<file path="config.mk">
export PLATFORM = sky130hd
export DESIGN_NAME = flash_sector_writeback_scheduler
export DESIGN_NICKNAME = d
export VERILOG_FILES = /design/src/fsws_pkg.sv /design/src/fsws_front.sv /design/src/fsws_job_queue.sv /design/src/fsws_back.sv /design/src/flash_sector_writeback_scheduler.sv
export SDC_FILE = /design/constraint.sdc
export NUM_CORES = 2
export LEC_CHECK = 0
export BUFFER_PORTS_ARGS = -buffer_cell sky130_fd_sc_hd__buf_2
export CORE_MARGIN = 1
export CORE_UTILIZATION = 44
export DETAILED_ROUTE_END_ITERATION = 7
export PLACE_DENSITY = 0.71
export SETUP_SLACK_MARGIN = 0.3
export SYNTH_ARGS = -nofsm -noshare
export SYNTH_HDL_FRONTEND = slang
export SYNTH_SLANG_ARGS = --single-unit
</file>
<file path="constraint.sdc">
create_clock -name clock -period 7.5 [get_ports clock]
set_clock_uncertainty 0.05 [all_clocks]
set_input_delay 0.375 -clock clock [delete_from_list [all_inputs] [get_ports clock]]
set_output_delay 0.375 -clock clock [all_outputs]
set_load 0.02 [all_outputs]
</file>
<file path="src/fsws_pkg.sv">
// ----------------------------------------------------------------------------
// fsws_pkg
// Shared widths, constants and types of the flash sector writeback scheduler.
// ----------------------------------------------------------------------------
package fsws_pkg;

   localparam int OFFSET_W     = 18;
   localparam int SIZE_W       = 19;
   localparam int TIME_W       = 64;
   localparam int ADDR_W       = 24;
   localparam int DELAY_W      = 32;
   localparam int CSR_DATA_W   = 32;

   localparam int SECTOR_BYTES = 4096;
   localparam int SECTOR_SHIFT = $clog2(SECTOR_BYTES);
   localparam int NUM_SECTORS  = 64;
   localparam int SECT_W       = $clog2(NUM_SECTORS);
   localparam int COUNT_W      = $clog2(NUM_SECTORS + 1);

   // byte range end can reach offset + size - 1, one bit past the size width
   localparam int END_W        = SIZE_W + 1;
   localparam int END_SECT_W   = END_W - SECTOR_SHIFT;

   localparam int CMDQ_DEPTH   = 2;
   localparam int CMDQ_PTR_W   = $clog2(CMDQ_DEPTH);
   localparam int CMDQ_CNT_W   = $clog2(CMDQ_DEPTH + 1);

   localparam logic [DELAY_W-1:0] COMMIT_DELAY_RESET = DELAY_W'(500000);

   // request kinds
   localparam logic REQ_WRITE_NOTICE = 1'b0;
   localparam logic REQ_PROCESS_TICK = 1'b1;

   // flash commands
   localparam logic CMD_ERASE   = 1'b0;
   localparam logic CMD_PROGRAM = 1'b1;

   // configuration register indexes
   localparam logic CSR_FLASH_BASE   = 1'b0;
   localparam logic CSR_COMMIT_DELAY = 1'b1;

   // classified job handed from front to back
   typedef struct packed {
      logic                    is_tick;
      logic [SECT_W-1:0]       first_sector;
      logic [SECT_W-1:0]       last_sector;
      logic [TIME_W-1:0]       now_time;
   } job_type;

endpackage

</file>
<file path="src/fsws_front.sv">
// ----------------------------------------------------------------------------
// fsws_front
// Accepts requests, turns a write range into a clamped sector span and drops
// notices that touch no sector. Holds one classified job for the queue.
// ----------------------------------------------------------------------------
module fsws_front
   import fsws_pkg::*;
(
   input  logic                clock,
   input  logic                reset,
   input  logic                req_valid,
   output logic                req_stall,
   input  logic                req_type,
   input  logic [OFFSET_W-1:0] req_write_offset,
   input  logic [SIZE_W-1:0]   req_write_size,
   input  logic [TIME_W-1:0]   req_now_time,
   output logic                job_valid,
   input  logic                job_ready,
   output job_type             job
);

   logic                  job_valid_ff, job_valid_in;
   job_type               job_ff, job_in;
   logic                  accept;
   logic                  keep;
   logic [END_W-1:0]      end_byte;
   logic [END_SECT_W-1:0] first_wide;
   logic [END_SECT_W-1:0] last_wide;
   logic [END_SECT_W-1:0] last_clamp;

   assign req_stall = job_valid_ff && !job_ready;
   assign accept    = req_valid && !req_stall;

   always_comb begin
      end_byte   = END_W'(req_write_offset) + END_W'(req_write_size) - END_W'(1);
      first_wide = END_SECT_W'(req_write_offset >> SECTOR_SHIFT);
      last_wide  = END_SECT_W'(end_byte >> SECTOR_SHIFT);
      last_clamp = (last_wide >= END_SECT_W'(NUM_SECTORS)) ?
                   END_SECT_W'(NUM_SECTORS - 1) : last_wide;

      // drop empty notices and ranges starting past the last sector
      keep = (req_type == REQ_PROCESS_TICK) ||
             ((req_write_size != '0) && (first_wide < END_SECT_W'(NUM_SECTORS)));

      job_in.is_tick      = (req_type == REQ_PROCESS_TICK);
      job_in.first_sector = SECT_W'(first_wide);
      job_in.last_sector  = SECT_W'(last_clamp);
      job_in.now_time     = req_now_time;

      job_valid_in = job_valid_ff && !job_ready;
      if (accept) begin
         job_valid_in = keep;
      end
   end

   always_ff @(posedge clock) begin
      if (reset) begin
         job_valid_ff <= 1'b0;
      end else begin
         job_valid_ff <= job_valid_in;
      end
      if (accept) begin
         job_ff <= job_in;
      end
   end

   assign job_valid = job_valid_ff;
   assign job       = job_ff;

endmodule

</file>
<file path="src/fsws_job_queue.sv">
// ----------------------------------------------------------------------------
// fsws_job_queue
// Short FIFO of classified jobs between the front and the back.
// ----------------------------------------------------------------------------
module fsws_job_queue
   import fsws_pkg::*;
(
   input  logic    clock,
   input  logic    reset,
   input  logic    push_valid,
   output logic    push_ready,
   input  job_type push_job,
   output logic    pop_valid,
   input  logic    pop_ready,
   output job_type pop_job
);

   job_type                 entry_ff [CMDQ_DEPTH];
   logic [CMDQ_PTR_W-1:0]   wr_ptr_ff, wr_ptr_in;
   logic [CMDQ_PTR_W-1:0]   rd_ptr_ff, rd_ptr_in;
   logic [CMDQ_CNT_W-1:0]   count_ff, count_in;
   logic                    do_push;
   logic                    do_pop;

   assign push_ready = (count_ff != CMDQ_CNT_W'(CMDQ_DEPTH));
   assign pop_valid  = (count_ff != '0);
   assign pop_job    = entry_ff[rd_ptr_ff];
   assign do_push    = push_valid && push_ready;
   assign do_pop     = pop_valid && pop_ready;

   always_comb begin
      wr_ptr_in = wr_ptr_ff;
      rd_ptr_in = rd_ptr_ff;
      count_in  = count_ff;
      if (do_push) begin
         wr_ptr_in = (wr_ptr_ff == CMDQ_PTR_W'(CMDQ_DEPTH - 1)) ?
                     '0 : wr_ptr_ff + CMDQ_PTR_W'(1);
      end
      if (do_pop) begin
         rd_ptr_in = (rd_ptr_ff == CMDQ_PTR_W'(CMDQ_DEPTH - 1)) ?
                     '0 : rd_ptr_ff + CMDQ_PTR_W'(1);
      end
      if (do_push && !do_pop) begin
         count_in = count_ff + CMDQ_CNT_W'(1);
      end else if (do_pop && !do_push) begin
         count_in = count_ff - CMDQ_CNT_W'(1);
      end
   end

   always_ff @(posedge clock) begin
      if (reset) begin
         wr_ptr_ff <= '0;
         rd_ptr_ff <= '0;
         count_ff  <= '0;
      end else begin
         wr_ptr_ff <= wr_ptr_in;
         rd_ptr_ff <= rd_ptr_in;
         count_ff  <= count_in;
      end
      if (do_push) begin
         entry_ff[wr_ptr_ff] <= push_job;
      end
   end

endmodule

</file>
<file path="src/fsws_back.sv">
// ----------------------------------------------------------------------------
// fsws_back
// Carries out jobs: walks a write span into the pending-sector ring and runs
// the erase, wait, program sequence for the head sector on process ticks.
// ----------------------------------------------------------------------------
module fsws_back
   import fsws_pkg::*;
(
   input  logic               clock,
   input  logic               reset,
   input  logic               job_valid,
   output logic               job_ready,
   input  job_type            job,
   input  logic [ADDR_W-1:0]  flash_base,
   input  logic [DELAY_W-1:0] commit_delay,
   output logic               rsp_valid,
   input  logic               rsp_stall,
   output logic               rsp_flash_cmd,
   output logic [SECT_W-1:0]  rsp_sector_index,
   output logic [ADDR_W-1:0]  rsp_flash_address,
   output logic [COUNT_W-1:0] rsp_pending_count
);

   typedef enum logic [1:0] {
      ST_IDLE,
      ST_WALK,
      ST_REFILL
   } state_type;

   typedef enum logic [1:0] {
      PH_WAITING,
      PH_ERASING,
      PH_DELAYING
   } phase_type;

   // pending-sector ring
   logic [SECT_W-1:0]      fifo_mem [NUM_SECTORS];
   logic                   mem_we;
   logic [SECT_W-1:0]      rd_data_ff;
   logic [SECT_W-1:0]      head_next;

   state_type              state_ff, state_in;
   phase_type              phase_ff, phase_in;
   phase_type              phase_eff;
   logic [TIME_W-1:0]      deadline_ff, deadline_in;
   logic [SECT_W-1:0]      head_ptr_ff, head_ptr_in;
   logic [SECT_W-1:0]      tail_ptr_ff, tail_ptr_in;
   logic [COUNT_W-1:0]     count_ff, count_in;
   logic [SECT_W-1:0]      head_sector_ff, head_sector_in;
   logic [NUM_SECTORS-1:0] map_ff, map_in;

   logic [SECT_W-1:0]      cur_ff, cur_in;
   logic [SECT_W-1:0]      last_ff, last_in;
   logic [TIME_W-1:0]      now_ff, now_in;
   logic                   added_ff, added_in;
   logic                   touched_ff, touched_in;

   logic                   rsp_valid_ff, rsp_valid_in;
   logic                   rsp_cmd_ff, rsp_cmd_in;
   logic [SECT_W-1:0]      rsp_sector_ff, rsp_sector_in;
   logic [ADDR_W-1:0]      rsp_addr_ff, rsp_addr_in;
   logic [COUNT_W-1:0]     rsp_count_ff, rsp_count_in;
   logic                   out_free;

   assign out_free  = !rsp_valid_ff || !rsp_stall;
   assign head_next = (head_ptr_ff == SECT_W'(NUM_SECTORS - 1)) ?
                      '0 : head_ptr_ff + SECT_W'(1);

   always_comb begin
      state_in       = state_ff;
      phase_in       = phase_ff;
      deadline_in    = deadline_ff;
      head_ptr_in    = head_ptr_ff;
      tail_ptr_in    = tail_ptr_ff;
      count_in       = count_ff;
      head_sector_in = head_sector_ff;
      map_in         = map_ff;
      cur_in         = cur_ff;
      last_in        = last_ff;
      now_in         = now_ff;
      added_in       = added_ff;
      touched_in     = touched_ff;
      rsp_valid_in   = rsp_valid_ff && rsp_stall;
      rsp_cmd_in     = rsp_cmd_ff;
      rsp_sector_in  = rsp_sector_ff;
      rsp_addr_in    = rsp_addr_ff;
      rsp_count_in   = rsp_count_ff;
      mem_we         = 1'b0;
      job_ready      = 1'b0;
      phase_eff      = (phase_ff == PH_ERASING) ? PH_DELAYING : phase_ff;

      unique case (state_ff)
         ST_IDLE: begin
            if (job_valid && !job.is_tick) begin
               job_ready  = 1'b1;
               state_in   = ST_WALK;
               cur_in     = job.first_sector;
               last_in    = job.last_sector;
               now_in     = job.now_time;
               added_in   = 1'b0;
               touched_in = 1'b0;
            end else if (job_valid && out_free) begin
               job_ready = 1'b1;
               if (phase_eff == PH_DELAYING) begin
                  if (count_ff == '0) begin
                     phase_in = PH_WAITING;
                  end else if (job.now_time < deadline_ff) begin
                     phase_in = PH_DELAYING;
                  end else begin
                     // program the head sector and pop it
                     map_in[head_sector_ff] = 1'b0;
                     head_ptr_in   = head_next;
                     count_in      = count_ff - COUNT_W'(1);
                     phase_in      = PH_WAITING;
                     state_in      = ST_REFILL;
                     rsp_valid_in  = 1'b1;
                     rsp_cmd_in    = CMD_PROGRAM;
                     rsp_sector_in = head_sector_ff;
                     rsp_addr_in   = flash_base +
                                     ADDR_W'({head_sector_ff, {SECTOR_SHIFT{1'b0}}});
                     rsp_count_in  = count_ff - COUNT_W'(1);
                  end
               end else begin
                  phase_in = PH_WAITING;
                  if (count_ff != '0) begin
                     deadline_in   = job.now_time + TIME_W'(commit_delay);
                     phase_in      = PH_ERASING;
                     rsp_valid_in  = 1'b1;
                     rsp_cmd_in    = CMD_ERASE;
                     rsp_sector_in = head_sector_ff;
                     rsp_addr_in   = flash_base +
                                     ADDR_W'({head_sector_ff, {SECTOR_SHIFT{1'b0}}});
                     rsp_count_in  = count_ff;
                  end
               end
            end
         end
         ST_WALK: begin
            if (!map_ff[cur_ff]) begin
               mem_we         = 1'b1;
               map_in[cur_ff] = 1'b1;
               count_in       = count_ff + COUNT_W'(1);
               tail_ptr_in    = (tail_ptr_ff == SECT_W'(NUM_SECTORS - 1)) ?
                                '0 : tail_ptr_ff + SECT_W'(1);
               if (count_ff == '0) begin
                  head_sector_in = cur_ff;
               end
               added_in = 1'b1;
            end else if ((count_ff != '0) && (head_sector_ff == cur_ff)) begin
               touched_in = 1'b1;
            end
            if (cur_ff == last_ff) begin
               state_in = ST_IDLE;
               if (added_in) begin
                  deadline_in = '0;
               end else if (touched_in) begin
                  deadline_in = now_ff + TIME_W'(commit_delay);
               end
            end else begin
               cur_in = cur_ff + SECT_W'(1);
            end
         end
         ST_REFILL: begin
            // new head was read out of the ring on the pop edge
            head_sector_in = rd_data_ff;
            state_in       = ST_IDLE;
         end
         default: begin
            state_in = ST_IDLE;
         end
      endcase
   end

   always_ff @(posedge clock) begin
      if (reset) begin
         state_ff     <= ST_IDLE;
         phase_ff     <= PH_WAITING;
         deadline_ff  <= '0;
         head_ptr_ff  <= '0;
         tail_ptr_ff  <= '0;
         count_ff     <= '0;
         map_ff       <= '0;
         rsp_valid_ff <= 1'b0;
      end else begin
         state_ff     <= state_in;
         phase_ff     <= phase_in;
         deadline_ff  <= deadline_in;
         head_ptr_ff  <= head_ptr_in;
         tail_ptr_ff  <= tail_ptr_in;
         count_ff     <= count_in;
         map_ff       <= map_in;
         rsp_valid_ff <= rsp_valid_in;
      end
      head_sector_ff <= head_sector_in;
      cur_ff         <= cur_in;
      last_ff        <= last_in;
      now_ff         <= now_in;
      added_ff       <= added_in;
      touched_ff     <= touched_in;
      rsp_cmd_ff     <= rsp_cmd_in;
      rsp_sector_ff  <= rsp_sector_in;
      rsp_addr_ff    <= rsp_addr_in;
      rsp_count_ff   <= rsp_count_in;
   end

   always_ff @(posedge clock) begin
      if (mem_we) begin
         fifo_mem[tail_ptr_ff] <= cur_ff;
      end
      rd_data_ff <= fifo_mem[head_next];
   end

   assign rsp_valid         = rsp_valid_ff;
   assign rsp_flash_cmd     = rsp_cmd_ff;
   assign rsp_sector_index  = rsp_sector_ff;
   assign rsp_flash_address = rsp_addr_ff;
   assign rsp_pending_count = rsp_count_ff;

endmodule

</file>
<file path="src/flash_sector_writeback_scheduler.sv">
// A process tick's command passes the front register, the job queue and the
// back end's response register in order; a write notice is walked over the N
// sectors it spans (1 to 64). A program adds one ring read for the new head
// sector, a command waiting on rsp_stall holds off ticks, and a write notice
// holds the back end for its whole walk. Reset is synchronous: queue, phase,
// deadline and config registers return to defaults; ring contents stay as is.
// ----------------------------------------------------------------------------
// flash_sector_writeback_scheduler
// Top level: configuration registers, request front end, job queue and the
// flash command back end.
// ----------------------------------------------------------------------------
module flash_sector_writeback_scheduler
   import fsws_pkg::*;
(
   input  logic                  clock,
   input  logic                  reset,
   input  logic                  csr_write_enable,
   input  logic                  csr_index,
   input  logic [CSR_DATA_W-1:0] csr_write_data,
   input  logic                  req_valid,
   output logic                  req_stall,
   input  logic                  req_type,
   input  logic [OFFSET_W-1:0]   req_write_offset,
   input  logic [SIZE_W-1:0]     req_write_size,
   input  logic [TIME_W-1:0]     req_now_time,
   output logic                  rsp_valid,
   input  logic                  rsp_stall,
   output logic                  rsp_flash_cmd,
   output logic [SECT_W-1:0]     rsp_sector_index,
   output logic [ADDR_W-1:0]     rsp_flash_address,
   output logic [COUNT_W-1:0]    rsp_pending_count
);

   logic [ADDR_W-1:0]  flash_base_ff, flash_base_in;
   logic [DELAY_W-1:0] commit_delay_ff, commit_delay_in;

   logic               front_valid;
   logic               front_ready;
   job_type            front_job;
   logic               back_valid;
   logic               back_ready;
   job_type            back_job;

   always_comb begin
      flash_base_in   = flash_base_ff;
      commit_delay_in = commit_delay_ff;
      if (csr_write_enable) begin
         unique case (csr_index)
            CSR_FLASH_BASE:   flash_base_in   = csr_write_data[ADDR_W-1:0];
            CSR_COMMIT_DELAY: commit_delay_in = csr_write_data[DELAY_W-1:0];
            default: ;
         endcase
      end
   end

   always_ff @(posedge clock) begin
      if (reset) begin
         flash_base_ff   <= '0;
         commit_delay_ff <= COMMIT_DELAY_RESET;
      end else begin
         flash_base_ff   <= flash_base_in;
         commit_delay_ff <= commit_delay_in;
      end
   end

   fsws_front u_front (
      .clock            (clock),
      .reset            (reset),
      .req_valid        (req_valid),
      .req_stall        (req_stall),
      .req_type         (req_type),
      .req_write_offset (req_write_offset),
      .req_write_size   (req_write_size),
      .req_now_time     (req_now_time),
      .job_valid        (front_valid),
      .job_ready        (front_ready),
      .job              (front_job)
   );

   fsws_job_queue u_queue (
      .clock      (clock),
      .reset      (reset),
      .push_valid (front_valid),
      .push_ready (front_ready),
      .push_job   (front_job),
      .pop_valid  (back_valid),
      .pop_ready  (back_ready),
      .pop_job    (back_job)
   );

   fsws_back u_back (
      .clock             (clock),
      .reset             (reset),
      .job_valid         (back_valid),
      .job_ready         (back_ready),
      .job               (back_job),
      .flash_base        (flash_base_ff),
      .commit_delay      (commit_delay_ff),
      .rsp_valid         (rsp_valid),
      .rsp_stall         (rsp_stall),
      .rsp_flash_cmd     (rsp_flash_cmd),
      .rsp_sector_index  (rsp_sector_index),
      .rsp_flash_address (rsp_flash_address),
      .rsp_pending_count (rsp_pending_count)
   );

endmodule
</file>
# ---- Yosys cells after proc, flatten, opt, wreduce, memory -nomap -nowiden
# Memories as Yosys holds them, arrays and structs flattened. A register that Yosys moved wholly into a read port is not among the register bits.
# Index checks and enable logic that the tools add are counted.
dict set report word_totals {
  romBits 0
  mem_count 2
  elab_cells 224
  out_inout_bits 40
  ram_bits 538
  latch_bits 0
  reg_bits 412
}
# name words word_bits read_ports rd_clocked_by_memory_dff write_ports line
set mem_list {}
lappend mem_list {u_back.fifo_mem 64 6 1 1 1 fsws_back.sv:37} ;# logic [SECT_W-1:0] fifo_mem [NUM_SECTORS];
lappend mem_list {u_queue.entry_ff 2 77 1 1 1 fsws_job_queue.sv:18} ;# job_type entry_ff [CMDQ_DEPTH];
dict set report classes {
  add_sub_neg 14
  n_eq_ne 28
  n_shift 0
  n_div 0
  magnitude_cmp 7
  n_mux 93
  reduce_logical 44
  mul 0
  n_bitwise 8
}
# cell n
set ops {}
lappend ops {{two-way mux 64 bit} 13}
lappend ops {{case mux 64 bit (2 select lines)} 2}
lappend ops {{adder 64 x 32 -> 64 bit} 2}
lappend ops {{two-way mux 24 bit} 4}
lappend ops {{bitwise AND 64 bit} 1}
lappend ops {{< comparator 64 bit} 1}
lappend ops {{NOT 64 bit} 1}
lappend ops {{OR 64 bit} 1}
lappend ops {{two-way mux 6 bit} 10}
lappend ops {{two-way mux 7 bit} 8}
lappend ops {{two-way mux 1 bit} 35}
lappend ops {{adder 24 x 18 -> 24 bit} 1}
lappend ops {{two-way mux 2 bit} 12}
lappend ops {{case mux 6 bit (2 select lines)} 2}
lappend ops {{< comparator 6 x 7 -> 1 bit (second input constant)} 3}
lappend ops {{adder 18 x 19 -> 20 bit} 1}
lappend ops {{subtractor 20 x 1 -> 20 bit (second input constant)} 1}
lappend ops {{nonzero test 19 bit} 1}
lappend ops {{adder 6 x 1 -> 6 bit (second input constant)} 3}
lappend ops {{inequality test 2 bit (second input constant)} 9}
lappend ops {{case mux 7 bit (2 select lines)} 1}
lappend ops {{AND reduction 7 bit} 2}
lappend ops {{logical AND 1 bit} 13}
lappend ops {{demux 1 bit (select 6 bit)} 2}
lappend ops {{28 further kinds} 65}

# ---- Depth between registers and ports, before layout
dict set report depth {
  ltp_word 12
  depth_mapped 21
  ltp_nobuf 13
}

# ---- Cells and area by module
# Synthesis repeated with hierarchy kept, for this count alone.
dict set report hier_totals {
  hier_cells 3490
  hier_area_um2 45389.8
}
# module area_each_um2 cells_per_inst seq_area_each_um2 instances
set by_module_without_submodules {}
lappend by_module_without_submodules {fsws_back 33400.8 2705 18357.6 1}
lappend by_module_without_submodules {fsws_job_queue 5914.4 264 4724.5 1}
lappend by_module_without_submodules {fsws_front 3742.3 296 2332.2 1}
lappend by_module_without_submodules {flash_sector_writeback_scheduler 2332.2 225 1121.1 1}

# ---- Least setup slack after synthesis
# No wires, ideal clock.
dict set report synth_timing {
  path_kind {flip-flop to flip-flop}
  start {reg (tool-made name)}
  end {reg u_back.cur_ff[0], enable pin}
  t_arrival_ns 6.744
  slack_ns 0.386
  n_path_buf 3
  path_stages_with_launch 8
  t_required_ns 7.130
  cell_sequence {dfxtp_1 > buf_4 > buf_4 > buf_4 > mux2i_1 > o21ai_0 > nor3_1 > or2_2}
}
# element line
set synth_lines {}
lappend synth_lines {{to (signal assigned)} fsws_back.sv:195} ;# cur_ff <= cur_in;
lappend synth_lines {{to (decl)} fsws_back.sv:52} ;# logic [SECT_W-1:0] cur_ff, cur_in;

==> results.md <==
Clock network:
- The sink count of the clock tree is 957.
- The number of clock buffers inserted by TritonCTS is 96.
- The clock latency at the later pin of the worst-skew pair is 0.70 ns.
- The number of H-tree branching levels is 3.
- Clock tree synthesis selected as its root buffer the cell sky130_fd_sc_hd__clkbuf_16.
- After clock tree synthesis, the clock-pin slew on the worst setup and hold paths is 0.06 ns.
- The CTS tree is yes.
- The clock passes through at most 3 buffers.
- After clock tree synthesis, the repair step resized 0 gates.

Synth:
- After synthesis, the most frequently instantiated cells are sky130_fd_sc_hd__edfxtp_1 (737), sky130_fd_sc_hd__nand2_1 (251), sky130_fd_sc_hd__inv_1 (239), sky130_fd_sc_hd__dfxtp_1 (220), sky130_fd_sc_hd__nor2_1 (194).
- The most common cell in the synthesized netlist is sky130_fd_sc_hd__edfxtp_1.
- The post-synthesis cell type with the largest combined area is sky130_fd_sc_hd__edfxtp_1.
- The synthesized netlist net count is 3782.
- The number of different library cells used by synthesis comes to 94.
- Averaged over all synthesized cells, the footprint is 12.89 um^2.
- After synthesis the netlist holds a flip-flop and latch count of 957.
- The sequential-to-total area share from yosys stat is 59.42%.
- The yosys synthesis warning count is 0.
- The most instantiated flip-flop cell in the synthesis netlist is sky130_fd_sc_hd__edfxtp_1.
- Of all flip-flops after synthesis, the portion carrying an async set or reset was 0%.
- Counting flops with a built-in enable in the synthesized netlist gives 737.
- The synthesized design devotes to its leading area cell type 49.55% of total area.
- After technology mapping, the gate count stands at 3465.
- After synthesis, the cell types taking the most area are sky130_fd_sc_hd__edfxtp_1 (50%), sky130_fd_sc_hd__dfxtp_1 (9.9%), sky130_fd_sc_hd__mux4_2 (6.3%), sky130_fd_sc_hd__ha_1 (4.9%), sky130_fd_sc_hd__nand2_1 (2.1%).
- Summing every instance area after synthesis gives 44660 um^2.

Die:
- From bottom edge to top edge, the die measures 320.6 um.
- The boundary pin count is 180.
- The initialized floorplan defines 116 standard-cell rows.
- The die area is 102800 um^2.
- The initial utilization of the core area, before any placement, comes to 44.53%.
- After floorplanning, the core was sized to cover 100300 um^2.
- In this run the horizontal extent of the chip is 320.6 um.

Place:
- The number of instances in the placed design is 4855.
- During placement, the flow inserted port buffers numbering 179.
- Once placement finished, the instance area stood at 46910 um^2.
- After legalization and detailed placement, the total HPWL measured 72600 um.
- The final weighted congestion in routability-driven placement is 0.9221.
- The setup slack at placement is 1.929 ns.

Critical path:
- The critical path required time is 7.99 ns.
- The critical setup path kind is reg2reg.
- In this run the worst path has a maximum fanout of 49.
- For flop-to-flop paths, the worst setup slack is 1.81 ns.
- The type of destination of the critical path is a flop.
- For the worst setup path, the data arrival time is 6.18 ns.
- The category of the worst setup path launch point is a flop.

STA:
- The count of endpoints failing setup in the final report is 0.
- The worst path meets setup with 1.808 ns of slack.
- The count of pins over their slew limit is 0.
- For the finished layout, the period the worst path requires is 5.692 ns.
- Based on the critical path, the design can be clocked at up to 175.7 MHz.
- The final critical-path share of the clock period is 75.90%.
- In this run the tightest slew margin relative to its limit is 24.81%.
- The number of endpoints with negative hold slack in the final report is 0.
- Hold timing on the final database bottoms out at a slack of 0.07008 ns.
- Setup total negative slack on the finished layout was measured at 0 ns.
- At the pin with the least slew margin, the transition time is 1.128 ns.
- Setup repair after global routing left no endpoint under its margin.

Pwr:
- For this design the ratio of total power to cell area is 319.1 nW/um^2.
- The fraction of power consumed by combinational cells is 26.7%.
- VDD sags by at most 285.0 uV.
- The share of total power dissipated in sequential elements is 42.5%.
- The design internal power is 11.04 mW.
- Summed over all cells, the static leakage comes to 18.10 nW.
- The total power is 16.38 mW.
- The reported net switching power is 5.336 mW.
- Net switching is 32.58% of the power.
- Of the total power, the clock network draws 30.8%.

Routing:
- The post-detailed-routing wire length is 113000 um.
- The first detailed-routing pass took 6 iterations.
- The ratio of routed vias to standard cells is 5.817.
- After the first detailed-routing iteration, the DRC count stood at 2931.
- The total number of vias is 29880.
- The final routed DRC violation total is 0.
- The routed length per instance is 22.00 um.
- The final antenna-violating net count is 0.

Final layout:
- The post-route cell area is 51310 um^2.
- The final non-filler cell total is 5137.
- The repair_antennas step left the layout with diodes totalling 0.
- Of the cells placed in the final design, the portion with a size suffix greater than 1 is 16.08%.
- After the last flow step, the layout net total stands at 4017.
- From synthesis to final layout, the design area changed by 14.90%.
- For this run, the share of the core covered by cells in the final layout is 51.16%.

Flow run:
- Across the run, the number of max-cap violations was 0.

Global route:
- The first global-routing pass estimated 173100 um of wire.
- The via count of the first global-routing pass is 29260.
- The initial antenna violation count was 3.
- Entering global routing, the biggest net connects 162 pins.
- Global routing consumed, over all layers together, 21.70% of the routing resources.
- The sum of overflow across all layers after global routing is 0.

Outcome:
- The run finished with clean final reports.

Min path:
- The path class of the tightest hold or removal check is in2reg.
[cells in the final DEF, fill, tap and decap left out, drive strengths merged, types with 49 or more instances in the layout]
| cell type | count |
|---|---|
| buf | 217 |
| mux2 | 68 |
| xor2 | 74 |
| edfxtp | 737 |
| a21o | 70 |
| ha | 174 |
| nor2 | 195 |
| nand3 | 58 |
| xnor2 | 74 |
| nand2 | 251 |
| o32ai | 53 |
| clkbuf | 127 |
| a21oi | 178 |
| inv | 242 |
| dlygate4sd3 | 104 |
| dfxtp | 220 |
| mux4 | 125 |
| nand4 | 49 |
| nor4 | 72 |
| o21ai | 81 |
| a211oi | 67 |
[what timing repair did]
item | 4_1_cts | 5_1_grt
setup buffers | 0 | 0
endpoints found under the hold margin | 128 | 0
hold buffers | 104 | 0
[power by group through the flow]
stage	Combinational, mW	Clock [mW]	Sequential, mW
after CTS	4.34	5.11	6.95
final	4.38	5.04	6.96
after detailed placement	4.25	0	7.06
after global placement	4.19	0	7.05
after floorplan	2.84	0	7.16
after global routing	4.74	5.31	7.01
[worst max-delay path: stages, from the launching register on]
cell                        delay, ns
sky130_fd_sc_hd__dfxtp_4         0.75
sky130_fd_sc_hd__buf_4           0.52
sky130_fd_sc_hd__mux2i_1         0.48
sky130_fd_sc_hd__inv_1           0.16
sky130_fd_sc_hd__ha_1            0.23
sky130_fd_sc_hd__a21o_1          0.16
sky130_fd_sc_hd__a21o_1          0.18
sky130_fd_sc_hd__a2111oi_0       0.45
sky130_fd_sc_hd__o21ai_0         0.21
sky130_fd_sc_hd__a21oi_1         0.27
sky130_fd_sc_hd__o211ai_1        0.20
sky130_fd_sc_hd__buf_4           0.22
sky130_fd_sc_hd__o21ai_4         0.78
sky130_fd_sc_hd__buf_4           0.43
sky130_fd_sc_hd__nor4_1          0.10
sky130_fd_sc_hd__o32ai_1         0.30
[registers in the layout, indices dropped and copies added, names as in the netlist, 7 cells and up, named ones only]
name	flops
u_front.job	77
flash_base_ff	24
u_back.rsp_pending_count	7
u_back.deadline_ff	64
u_back.fifo_mem	384
u_queue.entry_ff	154
u_back.count_ff	7
commit_delay_ff	32
u_back.map_ff	64
u_back.now_ff	64
u_back.rsp_flash_address	24
[cell families (layout without fill, tap and decap cells)]
logic type      count (synthesis)  after routing  synth area share [%]
compound gates                699            699                 10.94
xor+xnor                      148            148                 2.902
fa+ha+maj                     177            177                 5.009
buf+inv                       423            738                 3.743
flops                         957            957                 59.42
mux                           231            231                 8.878
simple gates                  830            830                 9.111
[cell type report]
| cell class | count | area, um^2 |
|---|---|---|
| clock inverters | 51 | 720.7 |
| repair buffers | 321 | 2253 |
| multi-input cells | 2085 | 16560 |
| well taps | 1357 | 1698 |
| clock buffers | 127 | 2640 |
| inverters | 239 | 897.1 |
| flip-flops and latches | 957 | 26540 |
| fillers | 8365 | 48980 |
[worst paths after layout]
kind         cells past startpoint        startpoint                          end
max                             15              flop            u_back.map_ff[10]
min                              2             reset           u_back.state_ff[1]
max reg2reg                     15              flop            u_back.map_ff[10]
min reg2reg                      0  flash_base_ff[2]  u_back.rsp_flash_address[2]
[routing by layer]
| layer | share of wire (%) | wire (um) | vias up | track usage, % |
|---|---|---|---|---|
| met3 | 8.2 | 9306 | 205 | 3.605 |
| met1 | 43 | 48470 | 14640 | 30.13 |
| met2 | 46 | 51800 | 1357 | 34.48 |
| met5 | 0.015 | 17 | - | 0 |
| li1 | - | - | 13680 | - |
| met4 | 3.0 | 3416 | 2 | 7.443 |
Note: power is estimated with default switching activity, not from simulation.
